--- config.mk ---
export PLATFORM = sky130hd
export DESIGN_NAME = ttw_ctrl
export DESIGN_NICKNAME = d
export VERILOG_FILES = /design/src/rtl/ttw_pkg.sv /design/src/rtl/ttw_ctrl.sv
export SDC_FILE = /design/constraint.sdc
export NUM_CORES = 1
export LEC_CHECK = 0
export ABC_AREA = 1
export BUFFER_PORTS_ARGS = -buffer_cell sky130_fd_sc_hd__buf_2
export CAP_MARGIN = 20
export CORE_MARGIN = 10
export CORE_UTILIZATION = 55
export CTS_CLUSTER_SIZE = 28
export DETAILED_ROUTE_END_ITERATION = 8
export PLACE_DENSITY = 0.77
export SLEW_MARGIN = 40
export SYNTH_ARGS = -nofsm -noshare
export SYNTH_HDL_FRONTEND = slang
export SYNTH_SLANG_ARGS = --single-unit
--- constraint.sdc ---
create_clock -name aclk -period 9.5 [get_ports aclk]
set_input_delay 1.9 -clock aclk [delete_from_list [all_inputs] [get_ports aclk]]
set_output_delay 1.9 -clock aclk [all_outputs]
set_load 0.005 [all_outputs]
--- src/rtl/ttw_pkg.sv ---
`timescale 1ns / 1ps

package ttw_pkg;

    localparam int MAX_COLS     = 80;
    localparam int MAX_ROWS     = 25;
    localparam int STORE_DEPTH  = MAX_COLS * MAX_ROWS;
    localparam int ADDR_W       = $clog2(STORE_DEPTH);
    localparam int COL_W        = 7;
    localparam int ROW_W        = 5;
    localparam int CHAR_W       = 8;
    localparam int ATTR_W       = 8;
    localparam int CELL_W       = CHAR_W + ATTR_W;
    localparam int POS_W        = 11;
    localparam int CURSOR_PITCH = 80;

    localparam logic [CHAR_W-1:0] CH_NEWLINE   = 8'd10;
    localparam logic [CHAR_W-1:0] CH_BACKSPACE = 8'd8;
    localparam logic [CHAR_W-1:0] CH_SPACE     = 8'd32;

    localparam logic [COL_W-1:0]  WIDTH_RESET  = 7'd80;
    localparam logic [ROW_W-1:0]  HEIGHT_RESET = 5'd25;
    localparam logic [ATTR_W-1:0] COLOR_RESET  = 8'd7;
    localparam logic [COL_W-1:0]  WIDTH_MIN    = 7'd2;
    localparam logic [ROW_W-1:0]  HEIGHT_MIN   = 5'd1;

    localparam logic [1:0] REG_WIDTH  = 2'd0;
    localparam logic [1:0] REG_HEIGHT = 2'd1;
    localparam logic [1:0] REG_COLOR  = 2'd2;

    typedef enum logic [1:0] {
        OP_PUT   = 2'd0,
        OP_CLEAR = 2'd1,
        OP_READ  = 2'd2,
        OP_NOP   = 2'd3
    } op_t;

    typedef enum logic [2:0] {
        ST_IDLE,
        ST_EXEC,
        ST_SCROLL,
        ST_BLANK,
        ST_CLEAR,
        ST_RESP
    } state_t;

    // effective (saturated) configuration
    typedef struct packed {
        logic [COL_W-1:0]  width;
        logic [ROW_W-1:0]  height;
        logic [ATTR_W-1:0] color;
    } cfg_t;

    typedef struct packed {
        logic              we;
        logic [ADDR_W-1:0] waddr;
        logic [CELL_W-1:0] wdata;
        logic              re;
        logic [ADDR_W-1:0] raddr;
    } ram_req_t;

    // first member lands in the high bits: cursor_row is bit 0 up
    typedef struct packed {
        logic [CELL_W-1:0] read_cell;
        logic [POS_W-1:0]  cursor_position;
        logic [COL_W-1:0]  cursor_col;
        logic [ROW_W-1:0]  cursor_row;
    } res_t;

endpackage

--- src/rtl/ttw_ctrl.sv ---
`timescale 1ns / 1ps

module ttw_ctrl (
    input  logic                            aclk,
    input  logic                            aresetn,
    input  ttw_pkg::cfg_t                   cfg,
    input  logic                            s_valid,
    output logic                            s_ready,
    input  logic [1:0]                      s_op,
    input  logic [ttw_pkg::CHAR_W-1:0]      s_ch,
    input  logic [ttw_pkg::ADDR_W-1:0]      s_idx,
    output logic                            m_valid,
    input  logic                            m_ready,
    output ttw_pkg::res_t                   m_res,
    output ttw_pkg::ram_req_t               ram_req,
    input  logic [ttw_pkg::CELL_W-1:0]      ram_rdata
);

    localparam int AW = ttw_pkg::ADDR_W;
    localparam int CW = ttw_pkg::COL_W;
    localparam int RW = ttw_pkg::ROW_W;

    ttw_pkg::state_t state_reg, state_next;

    ttw_pkg::op_t            op_reg;
    logic [ttw_pkg::CHAR_W-1:0] ch_reg;
    logic                    addr_ok_reg;
    logic [CW-1:0]           cur_x_reg;
    logic [RW-1:0]           cur_y_reg;
    logic [CW-1:0]           wr_x_reg;
    logic [RW-1:0]           wr_y_reg;
    logic [ttw_pkg::CHAR_W-1:0] wr_ch_reg;
    logic                    do_write_reg;
    logic                    do_scroll_reg;
    logic [AW-1:0]           area_reg;
    logic [AW-1:0]           ptr_reg;
    logic                    pend_reg;
    logic [AW-1:0]           pend_addr_reg;
    logic                    m_valid_reg;
    ttw_pkg::res_t           m_res_reg;

    logic accept;
    logic out_free;
    logic load_res;
    logic scroll_rd;
    logic [AW-1:0] moved;
    logic [AW-1:0] wr_addr;
    ttw_pkg::res_t res_now;

    // put-character decode on the incoming item
    logic          nl, bs, plain, wrap, scroll;
    logic [CW-1:0] cx, x1, x2, put_x, put_wx;
    logic [RW-1:0] cy, y1, y2, y3;
    logic          put_write;

    assign accept   = s_valid && s_ready;
    assign out_free = !m_valid_reg || m_ready;
    assign moved    = area_reg - AW'(cfg.width);
    assign wr_addr  = AW'(wr_y_reg) * AW'(cfg.width) + AW'(wr_x_reg);
    assign scroll_rd = (ptr_reg < area_reg);

    always_comb begin
        nl    = (s_ch == ttw_pkg::CH_NEWLINE);
        bs    = (s_ch == ttw_pkg::CH_BACKSPACE);
        plain = !nl && !bs;
        cy = (cur_y_reg >= cfg.height) ? cfg.height - RW'(1) : cur_y_reg;
        cx = (cur_x_reg >= cfg.width)  ? cfg.width - CW'(1)  : cur_x_reg;
        if (nl) begin
            x1 = '0;
            y1 = cy + RW'(1);
        end else if (bs && cx != '0) begin
            x1 = cx - CW'(1);
            y1 = cy;
        end else begin
            x1 = cx;
            y1 = cy;
        end
        wrap   = ({1'b0, x1} + (CW+1)'(1)) >= {1'b0, cfg.width};
        x2     = wrap ? '0 : x1;
        y2     = wrap ? y1 + RW'(1) : y1;
        scroll = (y2 >= cfg.height);
        y3     = scroll ? y2 - RW'(1) : y2;
        put_x  = plain ? x2 + CW'(1) : x2;
        put_wx = plain ? x2 : x1;
        put_write = plain || (bs && cx != '0);
    end

    always_comb begin
        res_now.cursor_row      = cur_y_reg;
        res_now.cursor_col      = cur_x_reg;
        res_now.cursor_position = ttw_pkg::POS_W'(cur_y_reg) *
                                  ttw_pkg::POS_W'(ttw_pkg::CURSOR_PITCH) +
                                  ttw_pkg::POS_W'(cur_x_reg);
        res_now.read_cell = (op_reg == ttw_pkg::OP_READ && addr_ok_reg) ? ram_rdata : '0;
    end

    // next state
    always_comb begin
        state_next = state_reg;
        case (state_reg)
            ttw_pkg::ST_IDLE: begin
                if (accept) state_next = ttw_pkg::ST_EXEC;
            end
            ttw_pkg::ST_EXEC: begin
                if (op_reg == ttw_pkg::OP_PUT && do_scroll_reg) begin
                    state_next = ttw_pkg::ST_SCROLL;
                end else if (op_reg == ttw_pkg::OP_CLEAR) begin
                    state_next = ttw_pkg::ST_CLEAR;
                end else if (out_free) begin
                    state_next = ttw_pkg::ST_IDLE;
                end else begin
                    state_next = ttw_pkg::ST_RESP;
                end
            end
            ttw_pkg::ST_SCROLL: begin
                if (!scroll_rd && !pend_reg) state_next = ttw_pkg::ST_BLANK;
            end
            ttw_pkg::ST_BLANK: begin
                if (ptr_reg == area_reg - AW'(1)) state_next = ttw_pkg::ST_EXEC;
            end
            ttw_pkg::ST_CLEAR: begin
                if (ptr_reg == area_reg - AW'(1)) state_next = ttw_pkg::ST_RESP;
            end
            ttw_pkg::ST_RESP: begin
                if (out_free) state_next = ttw_pkg::ST_IDLE;
            end
            default: state_next = ttw_pkg::ST_IDLE;
        endcase
    end

    // outputs: handshake, memory port, result load
    always_comb begin
        s_ready  = 1'b0;
        load_res = 1'b0;
        ram_req  = '0;
        case (state_reg)
            ttw_pkg::ST_IDLE: begin
                s_ready       = 1'b1;
                ram_req.re    = accept && (s_op == ttw_pkg::OP_READ) &&
                                (s_idx < AW'(ttw_pkg::STORE_DEPTH));
                ram_req.raddr = s_idx;
            end
            ttw_pkg::ST_EXEC: begin
                if (!(op_reg == ttw_pkg::OP_PUT && do_scroll_reg) &&
                    op_reg != ttw_pkg::OP_CLEAR) begin
                    ram_req.we    = (op_reg == ttw_pkg::OP_PUT) && do_write_reg;
                    ram_req.waddr = wr_addr;
                    ram_req.wdata = {cfg.color, wr_ch_reg};
                    load_res      = out_free;
                end
            end
            ttw_pkg::ST_SCROLL: begin
                // read runs one row ahead of the write, so no entry is read after it moves
                ram_req.re    = scroll_rd;
                ram_req.raddr = ptr_reg;
                ram_req.we    = pend_reg;
                ram_req.waddr = pend_addr_reg;
                ram_req.wdata = ram_rdata;
            end
            ttw_pkg::ST_BLANK: begin
                ram_req.we    = 1'b1;
                ram_req.waddr = ptr_reg;
                ram_req.wdata = {cfg.color, ttw_pkg::CH_SPACE};
            end
            ttw_pkg::ST_CLEAR: begin
                ram_req.we    = 1'b1;
                ram_req.waddr = ptr_reg;
                ram_req.wdata = {cfg.color, ch_reg};
            end
            ttw_pkg::ST_RESP: begin
                load_res = out_free;
            end
            default: begin
                s_ready = 1'b0;
            end
        endcase
    end

    // control state
    always_ff @(posedge aclk) begin
        if (!aresetn) begin
            state_reg   <= ttw_pkg::ST_IDLE;
            cur_x_reg   <= '0;
            cur_y_reg   <= '0;
            m_valid_reg <= 1'b0;
            pend_reg    <= 1'b0;
        end else begin
            state_reg <= state_next;
            if (accept && s_op == ttw_pkg::OP_PUT) begin
                cur_x_reg <= put_x;
                cur_y_reg <= y3;
            end
            if (load_res) begin
                m_valid_reg <= 1'b1;
            end else if (m_ready) begin
                m_valid_reg <= 1'b0;
            end
            pend_reg <= (state_reg == ttw_pkg::ST_SCROLL) && scroll_rd;
        end
    end

    // item payload and sweep pointers
    always_ff @(posedge aclk) begin
        if (accept) begin
            op_reg      <= ttw_pkg::op_t'(s_op);
            ch_reg      <= s_ch;
            addr_ok_reg <= (s_idx < AW'(ttw_pkg::STORE_DEPTH));
            area_reg    <= AW'(AW'(cfg.width) * AW'(cfg.height));
            wr_x_reg    <= put_wx;
            wr_y_reg    <= y3;
            wr_ch_reg   <= plain ? s_ch : ttw_pkg::CH_SPACE;
            do_write_reg  <= (s_op == ttw_pkg::OP_PUT) && put_write;
            do_scroll_reg <= (s_op == ttw_pkg::OP_PUT) && scroll;
        end
        case (state_reg)
            ttw_pkg::ST_EXEC: begin
                if (op_reg == ttw_pkg::OP_PUT && do_scroll_reg) begin
                    ptr_reg <= AW'(cfg.width);
                end else begin
                    ptr_reg <= '0;
                end
            end
            ttw_pkg::ST_SCROLL: begin
                if (scroll_rd) begin
                    ptr_reg       <= ptr_reg + AW'(1);
                    pend_addr_reg <= ptr_reg - AW'(cfg.width);
                end else if (!pend_reg) begin
                    ptr_reg <= moved;
                end
            end
            ttw_pkg::ST_BLANK: begin
                ptr_reg <= ptr_reg + AW'(1);
                if (ptr_reg == area_reg - AW'(1)) do_scroll_reg <= 1'b0;
            end
            ttw_pkg::ST_CLEAR: begin
                ptr_reg <= ptr_reg + AW'(1);
            end
            default: begin
                ptr_reg <= ptr_reg;
            end
        endcase
        if (load_res) m_res_reg <= res_now;
    end

    assign m_valid = m_valid_reg;
    assign m_res   = m_res_reg;

endmodule

# After elaboration in Yosys (flattened, before gate mapping)
# Cells that the tools add are included.
# word_totals
ramBits	0
reg_bits	122
n_memories	0
latch_bits	0
rom_bits	0
inputBits	61
# op_classes
n_addsub	14
shift	0
div_mod_pow	0
muxes	34
bitwise	0
multipliers	3
eq_ne	18
reduce_logical	32
order_cmp	6
# op_table
op	count
28-bit one-hot mux with 4 select lines	1
7-bit two-way mux	7
11-bit one-hot mux with 3 select lines	1
28-bit two-way mux	1
3-bit two-way mux	8
12-bit one-hot mux with 2 select lines	1
11-bit by 7-bit adder with 11-bit output	2
11-bit two-way mux	2
11-bit by 7-bit subtractor with 11-bit output	2
5-bit two-way mux	4
3-bit one-hot mux with 6 select lines	1
8-bit by 4-bit == test with 1-bit output (second input constant)	2
1-bit logical AND	14
7-bit by 1-bit subtractor with 7-bit output (second input constant)	2
11-bit by 1-bit adder with 11-bit output (second input constant)	1
11-bit == test	1
11-bit less-than comparator	1
11-bit less-than comparator (second input constant)	1
5-bit by 7-bit multiplier with 11-bit output	1
7-bit by 5-bit multiplier with 11-bit output	1
11-bit by 1-bit subtractor with 11-bit output (second input constant)	1
5-bit by 1-bit adder with 5-bit output (second input constant)	2
5-bit greater-or-equal comparator	2
2-bit != test (second input constant)	5
25 further kinds	43

# Logic depth before layout (Yosys ltp)
# logic_depth
depth_word	14
depth_mapped	45
ltp_nobuf	42

# Worst setup path before layout
# OpenSTA, ideal clock, no wires.
# synth_timing
path_kind	input to output
start	input port cfg[13] (netlist name)
end	output port ram_req[37] (netlist name)
arrival_time_ps	5514
setup_slack_ps	2086
cell_stages	20
path_buffers	1
path_cell_list	clkbuf_1 -> nand2_1 -> fa_1 -> fa_1 -> fa_1 -> inv_1 -> ha_1 -> nand2_1 -> nor2_1 -> a211oi_1 -> nor2_1 -> nor2_1 -> o21ai_0 -> inv_1 -> nor2_1 -> o21ai_0 -> nand2_1 -> o21ai_0 -> a21oi_1 -> a221o_1
# synth_lines
element	line	source
from (decl)	ttw_ctrl.sv:6	input ttw_pkg::cfg_t cfg,
to (decl)	ttw_ctrl.sv:15	output ttw_pkg::ram_req_t ram_req,

# Final worst setup path
# layout_timing
start	input port cfg[14] (netlist name)
end	register wr_y_reg[3] (data pin)
# layout_between
elab_chain_cells	11
word_cells_on_any_way	14
classes_between	add/sub (4); order compare (3); mux (5); reduce/logical (2)
# layout_lines
element	line	source
parallel branches: the longest is 7 deep, another holds 7-bit by 1-bit adder with 8-bit output	-	
8-bit by 7-bit greater-or-equal comparator with 1-bit output *	ttw_ctrl.sv:78	wrap = ({1'b0, x1} + (CW+1)'(1)) >= {1'b0, cfg.width};
5-bit two-way mux *	ttw_ctrl.sv:80	y2 = wrap ? y1 + RW'(1) : y1;
5-bit by 1-bit subtractor with 5-bit output or 5-bit greater-or-equal comparator (tied branches)	ttw_ctrl.sv:82, ttw_ctrl.sv:81	
5-bit two-way mux *	ttw_ctrl.sv:82	y3 = scroll ? y2 - RW'(1) : y2;
net y3[3]	ttw_ctrl.sv:53	logic [RW-1:0] cy, y1, y2, y3;
to (signal assigned)	ttw_ctrl.sv:210	wr_y_reg <= y3;
to (decl)	ttw_ctrl.sv:31	logic [RW-1:0] wr_y_reg;
# Mark *: on every way through the listed nets, which the timed path passes.
# A chain may end at the register's enable or synchronous reset.

==> impl_metrics.env <==
export IMPL_status="complete, no violations"
export IMPL_slew_violations=0
export IMPL_critPathMaxStageDelay_ns=0.43
export IMPL_drt_iter0_markers=792
export IMPL_postLayoutCellArea_um2=12100
export IMPL_first_pass_iters=5
export IMPL_synth_seq_cells=118
export IMPL_grtUsageMet3_pct=4.42
export IMPL_ir_drop_mv=0.196
export IMPL_synth_area_leader_cell="edfxtp_1"
export IMPL_wl_um=28900
export IMPL_cts_tree="built"
export IMPL_die_x_um=159
export IMPL_synth_main_ff_cell="edfxtp_1"
export IMPL_fill_cells=1601
export IMPL_cts_root_buf="clkbuf_16"
export IMPL_crit_top_cell="nand2_1"
export IMPL_seq_area_um2=3360
export IMPL_p_leak_nw=6.32
export IMPL_hold_violations=0
export IMPL_drive_gt1_share_pct=15.3
export IMPL_grt_overflow=0
export IMPL_synth_nets=1542
export IMPL_synthCells=1336
export IMPL_clk_latency_ns=0.43
export IMPL_cts_sink_count=118
export IMPL_antenna_found_initial=1
export IMPL_nets=1668
export IMPL_yosysUniqueCellTypes=54
export IMPL_die_area_um2=25300
export IMPL_final_antenna_net_count=0
export IMPL_grt_start_max_net_pins=46
export IMPL_post_cts_setup_buffers=0
export IMPL_worstHoldPathType="flop to flop"
export IMPL_fmax_mhz=120
export IMPL_period_share_pct=87.5
export IMPL_synth_edff_count=100
export IMPL_seq_area_frac_synth_pct=31.6
export IMPL_post_dp_cell_area_um2=11500
export IMPL_skew_ns=0.0114
export IMPL_drv_cap=0
export IMPL_multi_input_area_um2=6140
export IMPL_period_minus_slack_ns=8.31
export IMPL_fp_dieH_um=159
export IMPL_yosys_warnings=0
export IMPL_syn_to_final_growth_pct=13.8
export IMPL_start_util_pct=56.4
export IMPL_synth_common_cells="nand2_1, inv_1, nor2_1"
export IMPL_stdcell_count=1736
export IMPL_ys_top_cells_by_area="edfxtp_1, ha_1, nand2_1"
export IMPL_cts_resized=0
export IMPL_holdWs_ns=0.494
export IMPL_tns_ns=0
export IMPL_grt_pass1_wl_um=46300
export IMPL_critPathArrivalTime_ns=8.50
export IMPL_cts_max_path_buffers=2
export IMPL_placed_cells=1703
export IMPL_grt_busiest_layer="met2"
export IMPL_hpwl_um=22700
export IMPL_grt_use_total_pct=22.3
export IMPL_ios=142
export IMPL_end_kind="flop"
export IMPL_post_synth_top_count_cell="nand2_1"
export IMPL_rows=50
export IMPL_syn_cell_area_um2=10700
export IMPL_rsz0062_at_grt="no"
export IMPL_pwr_density_cell_nw_per_um2=304
export IMPL_max_slew_margin_rel_pct=49.0
export IMPL_setup_viol=0
export IMPL_clkSlewWorstSetupHoldPaths_ns=0.06
export IMPL_crit_fanout=14
export IMPL_cp_required_ns=9.68
export IMPL_cp_startpoint="cfg[14]"
export IMPL_gp_congestion=0.931
export IMPL_h_tree_depth=4
export IMPL_min_from="state_reg[1]$_SDFFE_PN0P_"
export IMPL_via_count=9366
export IMPL_rr_startpoint="cur_x_reg[0]$_SDFFE_PN0P_"
export IMPL_grt_use_met2_pct=36.0
export IMPL_largest_register_ffs=35
export IMPL_core_um2=18900
export IMPL_worst_pin_slew_ns=0.762
export IMPL_drc=0
export IMPL_met1_usage_pct=29.4
export IMPL_grt_pass1_vias=8826
export IMPL_port_buffers=141
export IMPL_wl_per_cell_um=16.6
export IMPL_numCtsBuffers=17
export IMPL_syn_avg_cell_area_um2=7.97
export IMPL_via_per_inst=5.40
export IMPL_cp_slowest_cell="a21oi_1"
export IMPL_critPathKind="input pin to flop"
export IMPL_total_power_mw=3.69
export IMPL_async_flop_share_pct=0
export IMPL_hold_buffers=0
export IMPL_critPathLaunchType="input pin"
export IMPL_yosys_area_top_type_share_pct=28.2
-- final timing paths --
kind                                                  end  slack (ns)  cells past startpoint
worst max register to register      wr_y_reg[3]$_DFFE_PP_        2.68                     40
worst min register to register  state_reg[1]$_SDFFE_PN0P_        0.49                      2
worst max-delay path                wr_y_reg[3]$_DFFE_PP_        1.19                     41
worst min-delay path            state_reg[1]$_SDFFE_PN0P_        0.49                      2
-- layer usage --
layer	part of all wire, %	wire length, um
met1	44	12700
met5	0	0
met4	1.4	405
met3	8.0	2300
met2	47	13500
-- logic make-up (layout without fill, tap and decap cells) --
kind of cell | Yosys count | in the layout | share of synthesized area, %
flops | 118 | 118 | 31.6
compound gates | 190 | 190 | 10.7
other cells | 0 | 1 | 0
simple gates | 513 | 513 | 21.0
buf+inv | 296 | 435 | 10.9
xor+xnor | 74 | 74 | 6.08
fa+ha+maj | 145 | 145 | 19.8
-- layout make-up --
class / instances / share of cell area (%)
Multi-Input combinational cell: 922 / 50.7
Sequential cell: 118 / 27.7
Inverter: 256 / 7.92
Timing Repair Buffer: 147 / 6.25
Clock buffer: 17 / 3.51
Tap cell: 260 / 2.68
Clock inverter: 15 / 1.22
Antenna cell: 1 / 0.0206
-- placed cells by master (no fill, tap or decap), drive strengths merged, types with 14 or more instances in the layout --
cell type,Yosys,final
nand2,298,298
inv,255,260
buf,9,147
nor2,123,123
ha,106,106
edfxtp,100,100
o21ai,82,82
xor2,60,60
nand3,58,58
a21oi,49,49
fa,39,39
dfxtp,18,18
clkbuf,31,17
xnor2,14,14
-- critical path, delay by kind of cell --
| kind | cells | cell delay (ns) |
|---|---|---|
| simple gates | 18 | 2.69 |
| compound gates | 8 | 1.48 |
| fa+ha+maj | 5 | 1.37 |
| buf+inv | 9 | 0.89 |
| xor+xnor | 1 | 0.16 |
-- metrics by stage --
step	setup WS, ns	util (%)
after global placement	1.13	61.0
after global routing	0.645	64.2
after detailed placement	0.857	61.1
after CTS	1.31	64.2
after floorplan	2.09	-
final	1.19	64.2
-- power by group --
| group | internal (mW) | switching, mW | total, mW |
|---|---|---|---|
| combinational | 0.783 | 1.32 | 2.11 |
| clock | 0.366 | 0.269 | 0.635 |
| sequential | 0.803 | 0.147 | 0.950 |
| total | 1.95 | 1.74 | 3.69 |
Note: power is estimated with default switching activity, not from simulation.
